[config.mk]
export PLATFORM = sky130hd
export DESIGN_NAME = dual_motor_ramp_kickstart_flat
export DESIGN_NICKNAME = d
export VERILOG_FILES = /design/src/design/dmrk_pkg.sv /design/src/design/dmrk_if.sv /design/src/design/dmrk_cfg_regs.sv /design/src/design/dmrk_front.sv /design/src/design/dmrk_shaper.sv /design/src/design/dual_motor_ramp_kickstart.sv /design/src/flat_wrapper.sv
export SDC_FILE = /design/constraint.sdc
export NUM_CORES = 1
export LEC_CHECK = 0
export ABC_CLOCK_PERIOD_IN_PS = 15500
export BUFFER_PORTS_ARGS = -buffer_cell sky130_fd_sc_hd__buf_2
export CORE_ASPECT_RATIO = 2
export CORE_MARGIN = 10
export CORE_UTILIZATION = 52
export CTS_BUF_LIST = sky130_fd_sc_hd__clkbuf_8
export CTS_CLUSTER_SIZE = 30
export DETAILED_ROUTE_END_ITERATION = 7
export GPL_ROUTABILITY_DRIVEN = 0
export PLACE_DENSITY = 0.7
export SETUP_SLACK_MARGIN = 0.02
export SYNTH_ARGS = -nofsm -noshare
export SYNTH_HDL_FRONTEND = slang
export SYNTH_HIERARCHICAL = 1
export SYNTH_SLANG_ARGS = --single-unit
[constraint.sdc]
create_clock -name clk_i -period 15.5 [get_ports clk_i]
set_clock_uncertainty 0.2 [all_clocks]
set_input_delay 0.775 -clock clk_i [delete_from_list [all_inputs] [get_ports clk_i]]
set_output_delay 0.775 -clock clk_i [all_outputs]
set_load 0.05 [all_outputs]
[src/design/dmrk_pkg.sv]
`timescale 1ns / 1ps
`default_nettype none
// ----------------------------------------------------------------------------
// Dual motor ramp kickstart package
// Widths, register indexes, reset values and shared types of the duty shaper.
// ----------------------------------------------------------------------------
package dmrk_pkg;

  localparam int unsigned REQ_W      = 13;
  localparam int unsigned DUTY_W     = 12;
  localparam int unsigned RAMP_W     = 8;
  localparam int unsigned MS_W       = 10;
  localparam int unsigned TIME_W     = 32;
  localparam int unsigned STEP_W     = MS_W + RAMP_W;
  localparam int unsigned SUM_W      = STEP_W + 2;
  localparam int unsigned CFG_IDX_W  = 3;
  localparam int unsigned CFG_DATA_W = 12;

  localparam logic [DUTY_W-1:0] DUTY_BOUND = 12'd4095;

  // Configuration register indexes.
  localparam logic [CFG_IDX_W-1:0] REG_DUTY_LIMIT      = 3'd0;
  localparam logic [CFG_IDX_W-1:0] REG_RAMP_PER_MS     = 3'd1;
  localparam logic [CFG_IDX_W-1:0] REG_GAP_LIMIT_MS    = 3'd2;
  localparam logic [CFG_IDX_W-1:0] REG_GAP_FALLBACK_MS = 3'd3;
  localparam logic [CFG_IDX_W-1:0] REG_KICK_WINDOW_MS  = 3'd4;
  localparam logic [CFG_IDX_W-1:0] REG_SLOW_THRESHOLD  = 3'd5;
  localparam logic [CFG_IDX_W-1:0] REG_KICK_DUTY       = 3'd6;

  // Reset values of the configuration registers.
  localparam logic [DUTY_W-1:0] DUTY_LIMIT_RST      = 12'd255;
  localparam logic [RAMP_W-1:0] RAMP_PER_MS_RST     = 8'd3;
  localparam logic [MS_W-1:0]   GAP_LIMIT_MS_RST    = 10'd50;
  localparam logic [MS_W-1:0]   GAP_FALLBACK_MS_RST = 10'd5;
  localparam logic [MS_W-1:0]   KICK_WINDOW_MS_RST  = 10'd15;
  localparam logic [DUTY_W-1:0] SLOW_THRESHOLD_RST  = 12'd120;
  localparam logic [DUTY_W-1:0] KICK_DUTY_RST       = 12'd220;

  typedef logic signed [REQ_W-1:0] duty_t;
  typedef logic [DUTY_W-1:0]       mag_t;
  typedef logic [MS_W-1:0]         ms_t;
  typedef logic [TIME_W-1:0]       stamp_t;

  typedef struct packed {
    mag_t              duty_limit;
    logic [RAMP_W-1:0] ramp_per_ms;
    ms_t               gap_limit_ms;
    ms_t               gap_fallback_ms;
    ms_t               kick_window_ms;
    mag_t              slow_threshold;
    mag_t              kick_duty;
  } cfg_t;

  // Item as it leaves the front stage.
  typedef struct packed {
    duty_t left_kick;
    duty_t right_kick;
    duty_t average;
    ms_t   dt;
  } stage_t;

endpackage
`default_nettype wire

[src/design/dmrk_if.sv]
`timescale 1ns / 1ps
`default_nettype none
// ----------------------------------------------------------------------------
// Dual motor ramp kickstart channels
// Request channel and result channel, each with valid, ready and payload.
// ----------------------------------------------------------------------------
interface dmrk_in_if import dmrk_pkg::*; ();
  logic   valid;
  logic   ready;
  duty_t  left_request;
  duty_t  right_request;
  stamp_t now_ms;
  stamp_t state_start_ms;

  modport source (output valid, left_request, right_request, now_ms, state_start_ms,
                  input ready);
  modport sink   (input valid, left_request, right_request, now_ms, state_start_ms,
                  output ready);
endinterface

interface dmrk_out_if import dmrk_pkg::*; ();
  logic  valid;
  logic  ready;
  mag_t  left_forward_duty;
  mag_t  left_reverse_duty;
  mag_t  right_forward_duty;
  mag_t  right_reverse_duty;
  duty_t average_drive;

  modport source (output valid, left_forward_duty, left_reverse_duty, right_forward_duty,
                  right_reverse_duty, average_drive, input ready);
  modport sink   (input valid, left_forward_duty, left_reverse_duty, right_forward_duty,
                  right_reverse_duty, average_drive, output ready);
endinterface
`default_nettype wire

[src/design/dmrk_cfg_regs.sv]
`timescale 1ns / 1ps
`default_nettype none
// ----------------------------------------------------------------------------
// Dual motor ramp kickstart configuration registers
// Write-only register file; writes to unused indexes are dropped.
// ----------------------------------------------------------------------------
module dmrk_cfg_regs import dmrk_pkg::*; (
  input  logic                  clk_i,
  input  logic                  rst_ni,
  input  logic                  cfg_we_i,
  input  logic [CFG_IDX_W-1:0]  cfg_idx_i,
  input  logic [CFG_DATA_W-1:0] cfg_wdata_i,
  output cfg_t                  cfg_o
);

  cfg_t cfg_q, cfg_d;

  always_comb begin
    cfg_d = cfg_q;
    if (cfg_we_i) begin
      unique case (cfg_idx_i)
        REG_DUTY_LIMIT:      cfg_d.duty_limit      = cfg_wdata_i[DUTY_W-1:0];
        REG_RAMP_PER_MS:     cfg_d.ramp_per_ms     = cfg_wdata_i[RAMP_W-1:0];
        REG_GAP_LIMIT_MS:    cfg_d.gap_limit_ms    = cfg_wdata_i[MS_W-1:0];
        REG_GAP_FALLBACK_MS: cfg_d.gap_fallback_ms = cfg_wdata_i[MS_W-1:0];
        REG_KICK_WINDOW_MS:  cfg_d.kick_window_ms  = cfg_wdata_i[MS_W-1:0];
        REG_SLOW_THRESHOLD:  cfg_d.slow_threshold  = cfg_wdata_i[DUTY_W-1:0];
        REG_KICK_DUTY:       cfg_d.kick_duty       = cfg_wdata_i[DUTY_W-1:0];
        default: ;
      endcase
    end
  end

  always_ff @(posedge clk_i or negedge rst_ni) begin
    if (!rst_ni) begin
      cfg_q.duty_limit      <= DUTY_LIMIT_RST;
      cfg_q.ramp_per_ms     <= RAMP_PER_MS_RST;
      cfg_q.gap_limit_ms    <= GAP_LIMIT_MS_RST;
      cfg_q.gap_fallback_ms <= GAP_FALLBACK_MS_RST;
      cfg_q.kick_window_ms  <= KICK_WINDOW_MS_RST;
      cfg_q.slow_threshold  <= SLOW_THRESHOLD_RST;
      cfg_q.kick_duty       <= KICK_DUTY_RST;
    end else begin
      cfg_q <= cfg_d;
    end
  end

  assign cfg_o = cfg_q;

endmodule
`default_nettype wire

[src/design/dmrk_front.sv]
`timescale 1ns / 1ps
`default_nettype none
// ----------------------------------------------------------------------------
// Dual motor ramp kickstart front stage
// Applies the kickstart, forms the average and the effective elapsed time.
// ----------------------------------------------------------------------------
module dmrk_front import dmrk_pkg::*; (
  input  logic           clk_i,
  input  logic           rst_ni,
  input  cfg_t           cfg_i,
  dmrk_in_if.sink        req_i,
  output logic           s1_valid_o,
  input  logic           s1_ready_i,
  output stage_t         s1_o
);

  // Inside the kick window, a slow nonzero request is replaced by the kick duty with its own sign.
  function automatic duty_t kick_req(duty_t req, logic active, mag_t thr, mag_t kd);
    logic [REQ_W-1:0] mag;
    duty_t            kicked;
    duty_t            result;
    mag    = req[REQ_W-1] ? $unsigned(-req) : $unsigned(req);
    kicked = req[REQ_W-1] ? -$signed({1'b0, kd}) : $signed({1'b0, kd});
    result = req;
    if (active && (mag != '0) && (mag < {1'b0, thr})) begin
      result = kicked;
    end
    return result;
  endfunction

  logic                  s1_valid_q;
  stage_t                s1_q, s1_d;
  stamp_t                last_q;
  logic                  accept;
  stamp_t                since_start;
  stamp_t                elapsed;
  logic                  kick_active;
  logic signed [REQ_W:0] pair_sum;
  logic signed [REQ_W:0] pair_adj;

  assign req_i.ready = !s1_valid_q || s1_ready_i;
  assign accept      = req_i.valid && req_i.ready;

  always_comb begin
    since_start = req_i.now_ms - req_i.state_start_ms;
    kick_active = since_start < {{(TIME_W-MS_W){1'b0}}, cfg_i.kick_window_ms};

    s1_d.left_kick  = kick_req(req_i.left_request, kick_active,
                               cfg_i.slow_threshold, cfg_i.kick_duty);
    s1_d.right_kick = kick_req(req_i.right_request, kick_active,
                               cfg_i.slow_threshold, cfg_i.kick_duty);

    // Halve toward zero: a negative odd sum is bumped up by one first.
    pair_sum = {s1_d.left_kick[REQ_W-1], s1_d.left_kick}
             + {s1_d.right_kick[REQ_W-1], s1_d.right_kick};
    pair_adj = pair_sum + {{REQ_W{1'b0}}, pair_sum[REQ_W] & pair_sum[0]};
    s1_d.average = pair_adj[REQ_W:1];

    elapsed = req_i.now_ms - last_q;
    if (elapsed > {{(TIME_W-MS_W){1'b0}}, cfg_i.gap_limit_ms}) begin
      s1_d.dt = cfg_i.gap_fallback_ms;
    end else begin
      s1_d.dt = elapsed[MS_W-1:0];
    end
  end

  always_ff @(posedge clk_i or negedge rst_ni) begin
    if (!rst_ni) begin
      s1_valid_q <= 1'b0;
      last_q     <= '0;
    end else begin
      if (req_i.ready) begin
        s1_valid_q <= req_i.valid;
      end
      if (accept) begin
        last_q <= req_i.now_ms;
      end
    end
  end

  always_ff @(posedge clk_i) begin
    if (accept) begin
      s1_q <= s1_d;
    end
  end

  assign s1_valid_o = s1_valid_q;
  assign s1_o       = s1_q;

`ifndef SYNTHESIS
  a_dt_bounded: assert property (@(posedge clk_i) disable iff (!rst_ni)
    accept |=> (s1_q.dt <= cfg_i.gap_limit_ms) || (s1_q.dt == cfg_i.gap_fallback_ms))
    else $error("elapsed time escaped the gap limit");
  a_zero_not_kicked: assert property (@(posedge clk_i) disable iff (!rst_ni)
    accept && (req_i.left_request == '0) |=> s1_q.left_kick == '0)
    else $error("zero request was kicked");
`endif

endmodule
`default_nettype wire

[src/design/dmrk_shaper.sv]
`timescale 1ns / 1ps
`default_nettype none
// ----------------------------------------------------------------------------
// Dual motor ramp kickstart duty shaper
// Clamps and slew-limits both duties against the applied state and splits them.
// ----------------------------------------------------------------------------
module dmrk_shaper import dmrk_pkg::*; (
  input  logic           clk_i,
  input  logic           rst_ni,
  input  cfg_t           cfg_i,
  input  logic           s1_valid_i,
  output logic           s1_ready_o,
  input  stage_t         s1_i,
  dmrk_out_if.source     res_o
);

  function automatic duty_t clamp_duty(duty_t k, mag_t lim);
    duty_t pos_lim;
    duty_t neg_lim;
    duty_t result;
    pos_lim = $signed({1'b0, lim});
    neg_lim = -pos_lim;
    result  = k;
    if (k > pos_lim) begin
      result = pos_lim;
    end else if (k < neg_lim) begin
      result = neg_lim;
    end
    return result;
  endfunction

  // Only a rise in magnitude from zero or within the same sign is limited.
  function automatic duty_t slew_duty(duty_t target, duty_t cur, logic [STEP_W-1:0] step);
    logic signed [SUM_W-1:0] tgt_w;
    logic signed [SUM_W-1:0] up;
    logic signed [SUM_W-1:0] down;
    duty_t                   result;
    tgt_w  = SUM_W'(target);
    up     = SUM_W'(cur) + $signed({2'b00, step});
    down   = SUM_W'(cur) - $signed({2'b00, step});
    result = target;
    priority if ((target == '0) || ((target > 0) && (cur < 0)) || ((target < 0) && (cur > 0)))
    begin
      result = target;
    end else if ((target > 0) && (target > cur)) begin
      result = (up < tgt_w) ? up[REQ_W-1:0] : target;
    end else if ((target < 0) && (target < cur)) begin
      result = (down > tgt_w) ? down[REQ_W-1:0] : target;
    end else begin
      result = target;
    end
    return result;
  endfunction

  logic              out_valid_q;
  logic              advance;
  logic [STEP_W-1:0] step;
  mag_t              lim;
  duty_t             left_applied_q, right_applied_q;
  duty_t             left_d, right_d;
  duty_t             left_neg, right_neg;
  mag_t              lfwd_q, lrev_q, rfwd_q, rrev_q;
  duty_t             avg_q;

  assign s1_ready_o = !out_valid_q || res_o.ready;
  assign advance    = s1_valid_i && s1_ready_o;

  always_comb begin
    step      = STEP_W'(s1_i.dt) * STEP_W'(cfg_i.ramp_per_ms);
    lim       = (cfg_i.duty_limit > DUTY_BOUND) ? DUTY_BOUND : cfg_i.duty_limit;
    left_d    = slew_duty(clamp_duty(s1_i.left_kick, lim), left_applied_q, step);
    right_d   = slew_duty(clamp_duty(s1_i.right_kick, lim), right_applied_q, step);
    left_neg  = -left_d;
    right_neg = -right_d;
  end

  always_ff @(posedge clk_i or negedge rst_ni) begin
    if (!rst_ni) begin
      out_valid_q     <= 1'b0;
      left_applied_q  <= '0;
      right_applied_q <= '0;
    end else begin
      if (s1_ready_o) begin
        out_valid_q <= s1_valid_i;
      end
      if (advance) begin
        left_applied_q  <= left_d;
        right_applied_q <= right_d;
      end
    end
  end

  always_ff @(posedge clk_i) begin
    if (advance) begin
      lfwd_q <= (left_d > 0) ? left_d[DUTY_W-1:0] : '0;
      lrev_q <= (left_d < 0) ? left_neg[DUTY_W-1:0] : '0;
      rfwd_q <= (right_d > 0) ? right_d[DUTY_W-1:0] : '0;
      rrev_q <= (right_d < 0) ? right_neg[DUTY_W-1:0] : '0;
      avg_q  <= s1_i.average;
    end
  end

  assign res_o.valid              = out_valid_q;
  assign res_o.left_forward_duty  = lfwd_q;
  assign res_o.left_reverse_duty  = lrev_q;
  assign res_o.right_forward_duty = rfwd_q;
  assign res_o.right_reverse_duty = rrev_q;
  assign res_o.average_drive      = avg_q;

`ifndef SYNTHESIS
  a_split_exclusive: assert property (@(posedge clk_i) disable iff (!rst_ni)
    out_valid_q |-> !((lfwd_q != '0) && (lrev_q != '0)) && !((rfwd_q != '0) && (rrev_q != '0)))
    else $error("forward and reverse duty both driven");
  a_ramp_left: assert property (@(posedge clk_i) disable iff (!rst_ni)
    advance && (left_d > 0) && (left_applied_q >= 0)
    |-> (SUM_W'(left_d) - SUM_W'(left_applied_q)) <= $signed({2'b00, step}))
    else $error("left duty rose faster than the ramp allows");
  a_state_holds: assert property (@(posedge clk_i) disable iff (!rst_ni)
    !advance |=> $stable(left_applied_q) && $stable(right_applied_q))
    else $error("applied duty changed without a transfer");
`endif

endmodule
`default_nettype wire

[src/design/dual_motor_ramp_kickstart.sv]
// A request transfer is registered in the front stage; its result is then
// registered in the shaper stage, offered from there and held until it transfers.
// Throughput: one request per cycle while the result side is ready; the front
// and result registers form a two-deep pipeline; applied duty feeds the next item.
// Reset (rst_ni low, asynchronous): pipeline empty, applied duties and the last
// timestamp cleared to zero, configuration registers at their default values.
`timescale 1ns / 1ps
`default_nettype none
// ----------------------------------------------------------------------------
// Dual motor ramp kickstart
// Kickstart, averaging, clamp and upward slew limiting for two PWM motors.
// ----------------------------------------------------------------------------
module dual_motor_ramp_kickstart import dmrk_pkg::*; (
  input  logic                  clk_i,
  input  logic                  rst_ni,
  input  logic                  cfg_we_i,
  input  logic [CFG_IDX_W-1:0]  cfg_idx_i,
  input  logic [CFG_DATA_W-1:0] cfg_wdata_i,
  dmrk_in_if.sink               req_i,
  dmrk_out_if.source            res_o
);

  // The front stage takes a request transfer, decides whether the kick window
  // is open, kicks slow requests, averages the kicked pair and converts the time
  // since the previous request into the effective elapsed milliseconds. The
  // last timestamp is tracked at request transfer, so it follows item order.
  //
  // The shaper stage multiplies the elapsed time by the ramp rate, clamps each
  // kicked duty to the duty limit and, unless it reverses sign or is zero, lets its
  // magnitude rise by at most that step over the previously applied duty. It then
  // splits each duty into forward and reverse magnitudes, held until transfer.
  // Either stage keeps accepting while the stage behind it can drain.

  cfg_t   cfg;
  logic   s1_valid;
  logic   s1_ready;
  stage_t s1;

  dmrk_cfg_regs u_cfg (
    .clk_i       (clk_i),
    .rst_ni      (rst_ni),
    .cfg_we_i    (cfg_we_i),
    .cfg_idx_i   (cfg_idx_i),
    .cfg_wdata_i (cfg_wdata_i),
    .cfg_o       (cfg)
  );

  dmrk_front u_front (
    .clk_i      (clk_i),
    .rst_ni     (rst_ni),
    .cfg_i      (cfg),
    .req_i      (req_i),
    .s1_valid_o (s1_valid),
    .s1_ready_i (s1_ready),
    .s1_o       (s1)
  );

  dmrk_shaper u_shaper (
    .clk_i      (clk_i),
    .rst_ni     (rst_ni),
    .cfg_i      (cfg),
    .s1_valid_i (s1_valid),
    .s1_ready_o (s1_ready),
    .s1_i       (s1),
    .res_o      (res_o)
  );

endmodule
`default_nettype wire
[src/flat_wrapper.sv]
// flat-port wrapper written by rule: the top's interface ports become plain ports
module dual_motor_ramp_kickstart_flat import dmrk_pkg::*;
  (clk_i, rst_ni, cfg_we_i, cfg_idx_i, cfg_wdata_i, req_i_valid, req_i_left_request, req_i_right_request, req_i_now_ms, req_i_state_start_ms, req_i_ready, res_o_valid, res_o_left_forward_duty, res_o_left_reverse_duty, res_o_right_forward_duty, res_o_right_reverse_duty, res_o_average_drive, res_o_ready);
  dmrk_in_if req_i_i ();
  dmrk_out_if res_o_i ();
  input  logic clk_i;
  input  logic rst_ni;
  input  logic cfg_we_i;
  input  logic [CFG_IDX_W-1:0] cfg_idx_i;
  input  logic [CFG_DATA_W-1:0] cfg_wdata_i;
  input wire logic [$bits(req_i_i.valid)-1:0] req_i_valid;
  input wire logic [$bits(req_i_i.left_request)-1:0] req_i_left_request;
  input wire logic [$bits(req_i_i.right_request)-1:0] req_i_right_request;
  input wire logic [$bits(req_i_i.now_ms)-1:0] req_i_now_ms;
  input wire logic [$bits(req_i_i.state_start_ms)-1:0] req_i_state_start_ms;
  output wire logic [$bits(req_i_i.ready)-1:0] req_i_ready;
  output wire logic [$bits(res_o_i.valid)-1:0] res_o_valid;
  output wire logic [$bits(res_o_i.left_forward_duty)-1:0] res_o_left_forward_duty;
  output wire logic [$bits(res_o_i.left_reverse_duty)-1:0] res_o_left_reverse_duty;
  output wire logic [$bits(res_o_i.right_forward_duty)-1:0] res_o_right_forward_duty;
  output wire logic [$bits(res_o_i.right_reverse_duty)-1:0] res_o_right_reverse_duty;
  output wire logic [$bits(res_o_i.average_drive)-1:0] res_o_average_drive;
  input wire logic [$bits(res_o_i.ready)-1:0] res_o_ready;
  assign req_i_i.valid = req_i_valid;
  assign req_i_i.left_request = req_i_left_request;
  assign req_i_i.right_request = req_i_right_request;
  assign req_i_i.now_ms = req_i_now_ms;
  assign req_i_i.state_start_ms = req_i_state_start_ms;
  assign req_i_ready = req_i_i.ready;
  assign res_o_valid = res_o_i.valid;
  assign res_o_left_forward_duty = res_o_i.left_forward_duty;
  assign res_o_left_reverse_duty = res_o_i.left_reverse_duty;
  assign res_o_right_forward_duty = res_o_i.right_forward_duty;
  assign res_o_right_reverse_duty = res_o_i.right_reverse_duty;
  assign res_o_average_drive = res_o_i.average_drive;
  assign res_o_i.ready = res_o_ready;
  dual_motor_ramp_kickstart u_core (.clk_i(clk_i), .rst_ni(rst_ni), .cfg_we_i(cfg_we_i), .cfg_idx_i(cfg_idx_i), .cfg_wdata_i(cfg_wdata_i), .req_i(req_i_i), .res_o(res_o_i));
endmodule
Yosys cells after proc, flatten, opt, wreduce, memory -nomap -nowiden
Index checks and enable logic that the tools add are counted.
{ "word_totals": {"register_bits": 244, "inputBits": 110, "output_inout_bits": 63, "wordCells": 128} }
{ "op_classes": {"add_sub_neg": 14, "multipliers": 1, "order_cmp": 29, "n_eq_ne": 6, "n_mux": 22, "bitwise": 1, "reduce_logical": 34} }
{ "op_table": {"columns": ["cell", "n"], "rows": [
  ["2-to-1 mux 13 bit", 20],
  ["greater-than comparator 13 x 1 -> 1 bit, second input constant", 6],
  ["< comparator 13 x 1 -> 1 bit, second input constant", 6],
  ["subtractor 32 bit", 2],
  ["greater-than comparator 13 bit", 4],
  ["< comparator 13 bit", 4],
  ["adder 13 x 19 -> 20 bit", 2],
  ["greater-than comparator 20 x 13 -> 1 bit", 2],
  ["< comparator 20 x 13 -> 1 bit", 2],
  ["subtractor 13 x 19 -> 20 bit", 2],
  ["greater-than comparator 32 x 10 -> 1 bit", 1],
  ["< comparator 32 x 10 -> 1 bit", 1],
  ["zero test 13 bit", 2],
  ["< comparator 13 x 12 -> 1 bit", 2],
  ["negation 12 -> 13 bit", 2],
  ["negation 13 bit", 2],
  ["nonzero test 13 bit", 2],
  ["negation 12 bit", 2],
  ["multiplier 10 x 8 -> 18 bit", 1],
  ["adder 13 x 13 -> 14 bit", 1],
  ["adder 14 x 1 -> 14 bit", 1],
  ["logical AND 1 bit", 14],
  ["AND reduction 2 bit", 7],
  ["greater-than comparator 12 bit, second input constant", 1],
  ["9 further kinds", 18]
]} }

Logic depth before layout (Yosys ltp)
Gate-level depths: netlist of the first run.
{ "depth": {"ltp_word": 12, "ltp_mapped": 48, "mapped_depth_nobuf": 45} }

Cells and area by module
The synthesis of the first run kept the hierarchy.
{ "by_module_without_submodules": {"columns": ["mod", "instances", "cells_per_inst", "area_per_inst_um2"], "rows": [
  ["dmrk_shaper", 1, 1765, 14790.4],
  ["dmrk_front", 1, 1157, 9598.0],
  ["dmrk_cfg_regs", 1, 162, 2869.0]
]} }

Worst setup path after synthesis of the first run
No wires, ideal clock.
{ "synth_timing": {"path_type": "reg-to-reg", "start": "register u_core.u_cfg.cfg_q (netlist bit u_core/u_cfg/cfg_o[61])", "end": "register u_core.u_shaper.rfwd_q[0], in the netlist u_core/u_shaper/res_o.right_forward_duty[0] (data pin)", "setup_ns": 0.266, "arrival_ns": 9.027, "path_slack_ns": 6.007, "path_stages_with_launch": 37, "synth_period_minus_slack_ns": 9.493, "path_cell_list": "dfrtp_1 -> clkbuf_1 -> nand2_1 -> fa_1 -> fa_1 -> inv_1 -> fa_1 -> inv_1 -> fa_1 -> inv_1 -> ha_1 -> a21oi_1 -> xnor2_1 -> ha_1 -> inv_1 -> nor2_1 -> a221oi_1 -> a21oi_1 -> a21oi_1 -> o21bai_1 -> a21o_1 -> a2111o_1 -> a31oi_1 -> xnor2_1 -> ha_1 -> or4b_2 -> a211o_1 -> a211oi_2 -> o21ai_1 -> a21oi_2 -> mux2i_1 -> ha_1 -> inv_1 -> nor3_1 -> nand3_1 -> o31ai_1 -> nor2_1"} }
{ "synth_between": {"elab_chain_len": 8, "word_cells_on_any_way": 11, "cone_classes": "add/sub: 2; mul: 1; order compare: 3; mux: 5"} }
{ "synth_rtl": {"columns": ["element", "line", "text"], "rows": [
  ["from (decl)", "dmrk_cfg_regs.sv:16", "cfg_t cfg_q, cfg_d;"],
  ["from (signal assigned)", "dmrk_cfg_regs.sv:44", "cfg_q <= cfg_d;"],
  ["multiplier 10 x 8 -> 18 bit *", "dmrk_shaper.sv:69", "step = STEP_W'(s1_i.dt) * STEP_W'(cfg_i.ramp_per_ms);"],
  ["subtractor 13 x 19 -> 20 bit", "dmrk_shaper.sv:40", "down = SUM_W'(cur) - $signed({2'b00, step});"],
  ["greater-than comparator 20 x 13 -> 1 bit", "dmrk_shaper.sv:48", "result = (down > tgt_w) ? down[REQ_W-1:0] : target;"],
  ["2-to-1 mux 13 bit", "dmrk_shaper.sv:48", null],
  ["2-to-1 mux 13 bit", "dmrk_shaper.sv:47", "end else if ((target < 0) && (target < cur)) begin"],
  ["2-to-1 mux 13 bit *", "dmrk_shaper.sv:45", "end else if ((target > 0) && (target > cur)) begin"],
  ["2-to-1 mux 13 bit *", "dmrk_shaper.sv:42", "priority if ((target == '0) || ((target > 0) && (cur < 0)) || ((target < 0) && (cur > 0)))"],
  ["greater-than comparator 13 x 1 -> 1 bit", "dmrk_shaper.sv:97", "rfwd_q <= (right_d > 0) ? right_d[DUTY_W-1:0] : '0;"],
  ["to (signal assigned)", "dmrk_shaper.sv:97", null],
  ["to (decl)", "dmrk_shaper.sv:62", "mag_t lfwd_q, lrev_q, rfwd_q, rrev_q;"]
]} }
Mark *: on every way between the ends. The rest lies on a longest branch, timed or not.
A chain may end at the register's enable or synchronous reset.

Worst setup path in the final report of the first run
{ "layout_timing": {"start": "register u_core.u_front.s1_q (netlist bit u_core/u_front/s1_o[1])", "end": "register u_core.u_shaper.rfwd_q[0], in the netlist u_core/u_shaper/res_o.right_forward_duty[0] (data pin)"} }
{ "layout_between": {"elab_chain_len": 8, "word_cells_on_any_way": 11, "cone_classes": "add/sub: 2; mul: 1; order compare: 3; mux: 5"} }
{ "layout_rtl": {"columns": ["element", "line", "text"], "rows": [
  ["from (decl)", "dmrk_front.sv:32", "stage_t s1_q, s1_d;"],
  ["from (signal assigned)", "dmrk_front.sv:83", "s1_q <= s1_d;"],
  ["multiplier 10 x 8 -> 18 bit *", "dmrk_shaper.sv:69", null],
  ["subtractor 13 x 19 -> 20 bit", "dmrk_shaper.sv:40", null],
  ["greater-than comparator 20 x 13 -> 1 bit", "dmrk_shaper.sv:48", null],
  ["2-to-1 mux 13 bit", "dmrk_shaper.sv:48", null],
  ["2-to-1 mux 13 bit", "dmrk_shaper.sv:47", null],
  ["2-to-1 mux 13 bit *", "dmrk_shaper.sv:45", null],
  ["2-to-1 mux 13 bit *", "dmrk_shaper.sv:42", null],
  ["greater-than comparator 13 x 1 -> 1 bit", "dmrk_shaper.sv:97", null]
]} }
Marked as above.

==> impl_metrics.json, run 1 <==
{
  "start_kind": "register",
  "worstPathBufferInverterCount": 3,
  "drt_drc_violations_left": 0,
  "grt_use_total": 0.280,
  "syn_area_per_cell_sq_um": 8.84,
  "drtIter0Drc": 1892,
  "rsz0062_at_grt": "no",
  "rows": 118,
  "die-area_sq_mm": 0.0625,
  "cp-end-kind": "register",
  "wl_um": 90500,
  "cts_tree": "done",
  "worstPathMaxFanout": 8,
  "ys_types": 107,
  "status": "completed",
  "setup_tns_ps": 0,
  "clock_latency_ps": 610,
  "arrival_ps": 11320,
  "min_path_type": "input pin to register",
  "netlist_area_sq_mm": 0.0273,
  "gr-total-overflow": 0,
  "via_per_inst": 6.31,
  "synthArstFlopShare": 0.549,
  "layout-area-overhead-vs-synth_pct": 8.20,
  "numPortBuffers": 172,
  "yosys_warnings": 6,
  "initial_core_util": 0.526,
  "cp_slowest_cell": "xnor2_1",
  "nets": 3784,
  "fin_crit_ps": 11160,
  "grt_antenna_before_repair": 6,
  "cts_hold_buf": 1,
  "first_pass_iters": 8,
  "finalSetupViolations": 0,
  "layout_commonest_cell": "ha_1",
  "cts_buffer_depth": 3,
  "clk_pin_slew_ps": 70,
  "syn-num-nets": 3642,
  "synthFlopType": "edfxtp_1",
  "fillers": 4618,
  "critical_path_required_ps": 15660,
  "die_y_um": 344,
  "clkSinkCount": 244,
  "root_buffer": "clkbuf_8",
  "io-pin-count": 173,
  "wl_per_cell_um": 23.1,
  "maxSlewViolCount": 0,
  "via_count": 24747,
  "utilization": 0.569,
  "synth_seq_area_share": 0.245,
  "syn_inst": 3084,
  "layout_common_cells": "ha_1 (393), inv_1 (352), nand2_1 (240)",
  "cts_made_buffers": 37,
  "path_delay_family": "compound AO/OA/AOI/OAI gates",
  "htreeDepth": 2,
  "grt_pass1_wl_um": 139000,
  "worstMarginPinSlew_ps": 1310,
  "drive_gt1_frac": 0.140,
  "synth-edff-count": 110,
  "max_freq_mhz": 89.6,
  "timing.final.crit_share": 0.720,
  "hold_viol": 0,
  "ys_seq_elements": 244,
  "critical_path_class": "register to register",
  "postCtsResizedCells": 0,
  "post-dp-hpwl_um": 72000,
  "die_width_um": 182,
  "grt_pass1_vias": 25731,
  "drv_cap": 0,
  "grt_max_degree": 108,
  "relSlewSlack": 0.128,
  "cts_setup_buffers": 0,
  "slowest_delay_ps": 600,
  "coreArea_sq_mm": 0.0518,
  "antenna_left": 0
}
==> cell usage after synthesis, types with 8 or more instances <==
library cell / count / area (sq um)
a31oi_1: 23 / 144
a2111oi_0: 13 / 114
a221oi_1: 12 / 105
o211ai_1: 18 / 135
or3_1: 31 / 194
buf_2: 10 / 50.1
o21bai_1: 32 / 240
nor2_1: 177 / 664
nand2_1: 240 / 901
nor3b_1: 10 / 75.1
and4_1: 9 / 78.8
nor2b_1: 47 / 294
o22ai_1: 11 / 68.8
inv_1: 349 / 1310
a21o_1: 60 / 450
a21boi_0: 10 / 75.1
o21ai_0: 166 / 831
mux2_4: 8 / 120
nand3_1: 39 / 195
o31ai_1: 13 / 97.6
and2_1: 75 / 469
a21oi_1: 173 / 866
a211oi_1: 33 / 248
nor3_1: 66 / 330
mux2_2: 113 / 1270
nand4_1: 41 / 257
o2111ai_1: 17 / 149
edfxtp_1: 110 / 3300
ha_1: 393 / 4920
mux2i_1: 24 / 240
and3_1: 20 / 125
clkbuf_1: 58 / 218
xor2_1: 45 / 394
dfrtp_1: 106 / 2650
nand2b_1: 39 / 244
dfstp_2: 28 / 736
nor4_1: 23 / 144
o21a_1: 30 / 225
xnor2_1: 155 / 1360
fa_1: 55 / 1100
==> layer usage <==
layer  up-vias  track usage  wire, um
met4         6        0.244      8840
li1      11297            -         -
met2      1193        0.513     46100
met1     11760        0.259     29700
met3       491       0.0531      5800
met5         -            0        40
==> worst reg2reg max path: cells and delay by family (launching register included) <==
| family | cells | cell delay (ps) |
|---|---|---|
| AND/OR/NAND/NOR | 6 | 1420 |
| adder cells (fa/ha/maj) | 8 | 3400 |
| buffers and inverters | 3 | 170 |
| XOR/XNOR | 2 | 690 |
| multiplexers | 1 | 430 |
| flip-flops | 1 | 490 |
| AO/OA/AOI/OAI | 16 | 4150 |
==> worst paths after layout <==
path                                                               endpoint  slack, ps  cells past startpoint               startpoint
worst min-delay path                              u_core/u_front/s1_valid_o        200                      2              req_i_valid
max in group asynchronous                         u_core/u_front/s1_valid_o      13110                      3                   rst_ni
min in group asynchronous                         u_core/u_front/last_q[15]        490                      2                   rst_ni
worst max register to register  u_core/u_shaper/res_o.right_forward_duty[0]       4340                     36   u_core/u_front/s1_o[1]
worst min register to register       u_core/u_shaper/res_o.average_drive[3]        220                      0  u_core/u_front/s1_o[13]
worst max-delay path            u_core/u_shaper/res_o.right_forward_duty[0]       4340                     36   u_core/u_front/s1_o[1]
==> stage by stage <==
stage / cells / area (sq um) / hold slack, ps / worst slack (ps)
2_1_floorplan: 3084 / 27300 / 200 / 6010
3_3_place_gp: 3846 / 28700 / 201 / 4810
3_5_place_dp: 3846 / 28700 / 205 / 4440
4_1_cts: 3915 / 29500 / 177 / 4460
5_1_grt: 3916 / 29500 / 199 / 3660
6_report: 3919 / 29500 / 202 / 4340
==> flip-flops by register name, summed over array words and instances, names as in the netlist <==
register / flops
u_core/u_cfg/cfg_o: 74
u_core/u_front/last_q: 32
u_core/u_front/s1_o: 49
u_core/u_front/s1_valid_o: 1
u_core/u_shaper/left_applied_q: 13
u_core/u_shaper/res_o.average_drive: 13
u_core/u_shaper/res_o.left_forward_duty: 12
u_core/u_shaper/res_o.left_reverse_duty: 12
u_core/u_shaper/res_o.right_forward_duty: 12
u_core/u_shaper/res_o.right_reverse_duty: 12
u_core/u_shaper/res_o.valid: 1
u_core/u_shaper/right_applied_q: 13
==> cells by family after synthesis <==
family | share of synthesized area
XOR/XNOR | 0.0643
AO/OA/AOI/OAI | 0.181
multiplexers | 0.0616
adder cells (fa/ha/maj) | 0.221
flip-flops | 0.245
AND/OR/NAND/NOR | 0.164
buffers and inverters | 0.0637
==> area by class of cell <==
type | count | area (sq um) | area share
clock inverters | 23 | 184 | 0.00624
well taps | 660 | 826 | 0.0280
clock buffers | 45 | 619 | 0.0210
inverters | 355 | 1330 | 0.0452
multi-input cells | 2401 | 18800 | 0.639
repair buffers | 187 | 982 | 0.0333
diodes | 4 | 10.0 | 0.000339
flip-flops and latches | 244 | 6690 | 0.227
Power of run 1 is left out: the tool's default activity adds up to more than one toggle a clock period on the data nets, which glitch-free logic cannot reach.
==> run 2, diff against run 1 <==
--- a/config.mk
+++ b/config.mk
@@ -5,7 +5,7 @@
 export SDC_FILE = /design/constraint.sdc
 export NUM_CORES = 1
 export LEC_CHECK = 0
-export ABC_CLOCK_PERIOD_IN_PS = 15500
+export ABC_CLOCK_PERIOD_IN_PS = 10300
 export BUFFER_PORTS_ARGS = -buffer_cell sky130_fd_sc_hd__buf_2
 export CORE_ASPECT_RATIO = 2
 export CORE_MARGIN = 10
==> constraint.sdc (replaced) <==
create_clock -name clk_i -period 10.3 [get_ports clk_i]
set_clock_uncertainty 0.2 [all_clocks]
set_input_delay 0.515 -clock clk_i [delete_from_list [all_inputs] [get_ports clk_i]]
set_output_delay 0.515 -clock clk_i [all_outputs]
set_load 0.05 [all_outputs]
==> impl_metrics.json, run 2 (same netlist as run 1, synthesis figures left out) <==
{
  "min_path_type": "input pin to register",
  "drive_gt1_frac": 0.166,
  "htreeDepth": 2,
  "timing.rr.start": "u_core/u_front/s1_o[1]",
  "use_met2": 0.529,
  "timing.final.crit_share": 0.998,
  "r2r-end": "u_core/u_shaper/res_o.left_forward_duty[0]",
  "placed_cells": 3873,
  "cts_made_buffers": 39,
  "maxSlewViolCount": 0,
  "rrSetupSlack_ps": 20,
  "cp_slowest_cell": "a222oi_1",
  "arrival_ps": 10450,
  "grt_busiest_layer": "met2",
  "antenna_left": 0,
  "use_met1": 0.267,
  "layout_common_cells": "ha_1 (385), inv_1 (356), nand2_1 (240)",
  "gr-total-overflow": 0,
  "finalSetupViolations": 0,
  "start_kind": "register",
  "multi_input_area_sq_mm": 0.0192,
  "numPortBuffers": 172,
  "design_area_sq_mm": 0.0302,
  "pre_cts_slack_ps": -151,
  "violations": "DRC",
  "die_y_um": 344,
  "cp-end-kind": "register",
  "critPathLaunch": "u_core/u_front/s1_o[1]",
  "largest_reg_flops": 74,
  "initial_core_util": 0.526,
  "critical_path_required_ps": 10470,
  "rows": 118,
  "coreArea_sq_mm": 0.0518,
  "max_freq_mhz": 97.3,
  "grt_max_degree": 72,
  "grt_pass1_vias": 26229,
  "worstMarginPinSlew_ps": 1350,
  "clkSinkCount": 244,
  "place_area_sq_mm": 0.0289,
  "nets": 3831,
  "min_from": "req_i_now_ms[24]",
  "drv_cap": 0,
  "clk_pin_slew_ps": 70,
  "layout_commonest_cell": "ha_1",
  "drt_drc_violations_left": 2,
  "die_width_um": 182,
  "io-pin-count": 173,
  "relSlewSlack": 0.0872,
  "hold_viol": 0,
  "via_count": 24986,
  "fin_ws_ps": 18.1,
  "clock_latency_ps": 610,
  "grt_use_met3": 0.0598,
  "cts_tree": "done",
  "status": "finished, violations left",
  "wl_per_cell_um": 23.5,
  "fillers": 4568,
  "via_per_inst": 6.30,
  "layout-area-overhead-vs-synth_pct": 10.9,
  "wl_um": 93300,
  "grt_pass1_wl_um": 142000,
  "post-dp-hpwl_um": 73000,
  "fin_crit_ps": 10280,
  "drtIter0Drc": 1973,
  "critical_path_class": "register to register",
  "r2r_cells": 38,
  "first_pass_iters": 8,
  "root_buffer": "clkbuf_8",
  "grt_use_total": 0.288,
  "min_to": "u_core/u_front/last_q[24]",
  "slowest_delay_ps": 590,
  "hold_path_depth": 3,
  "finalNonFillerCells": 3964,
  "grt_antenna_before_repair": 5,
  "die-area_sq_mm": 0.0625,
  "worstPathMaxFanout": 7,
  "cts_buffer_depth": 3,
  "seqCellArea_sq_mm": 0.00669
}
==> run 2: worst max path at each step <==
stage               slack [ps]                                          end
CTS                         60  u_core/u_shaper/res_o.right_forward_duty[1]
floorplan                  810  u_core/u_shaper/res_o.right_forward_duty[0]
finish                      20   u_core/u_shaper/res_o.left_forward_duty[0]
global route               -70  u_core/u_shaper/res_o.left_reverse_duty[11]
detailed placement        -150  u_core/u_shaper/res_o.right_forward_duty[1]
global placement           100  u_core/u_shaper/res_o.right_forward_duty[0]
==> run 2: final cells by class <==
cell class                 instances  area share
timing repair buffer             232      0.0446
clock inverter                    26     0.00654
tap                              660      0.0273
sequential                       244       0.221
clock buffer                      45      0.0205
antenna                            1   0.0000828
multi-input combinational       2401       0.635
inverter                         355      0.0441
==> run 2: routing by layer <==
| metal | part of all wire | wire, um | up-vias |
|---|---|---|---|
| met1 | 0.33 | 30700 | 11880 |
| met2 | 0.51 | 47200 | 1228 |
| met5 | 0.00014 | 13 | - |
| met4 | 0.10 | 9360 | 2 |
| met3 | 0.064 | 5950 | 486 |
| li1 | - | - | 11390 |
==> run 2: timing repair <==
item                                   in CTS  in global routing
setup buffers                               0                 11
pin swaps                                   1                 13
resized for setup                           5                 64
setup endpoints to repair                   5                 24
hold buffers                                7                  0
endpoints found under the hold margin      59                  0
==> run 2: through the flow <==
step / hold WS (ps) / TNS (ps) / util
2_1_floorplan: 19.4 / 0 / -
5_1_grt: 9.09 / -427 / 0.583
3_5_place_dp: 205 / -465 / 0.557
4_1_cts: 1.19 / 0 / 0.575
6_report: 12.6 / 0 / 0.583
3_3_place_gp: 202 / 0 / 0.557
==> run 2: worst max-delay path: cells and delay by family (launching register included) <==
family | cells | cell delay (ps)
compound gates | 13 | 3140
fa+ha+maj | 7 | 2970
simple gates | 12 | 2350
flops | 1 | 480
xor+xnor | 1 | 320
buf+inv | 4 | 300
mux | 1 | 300
Power of run 2 is left out for the same reason.
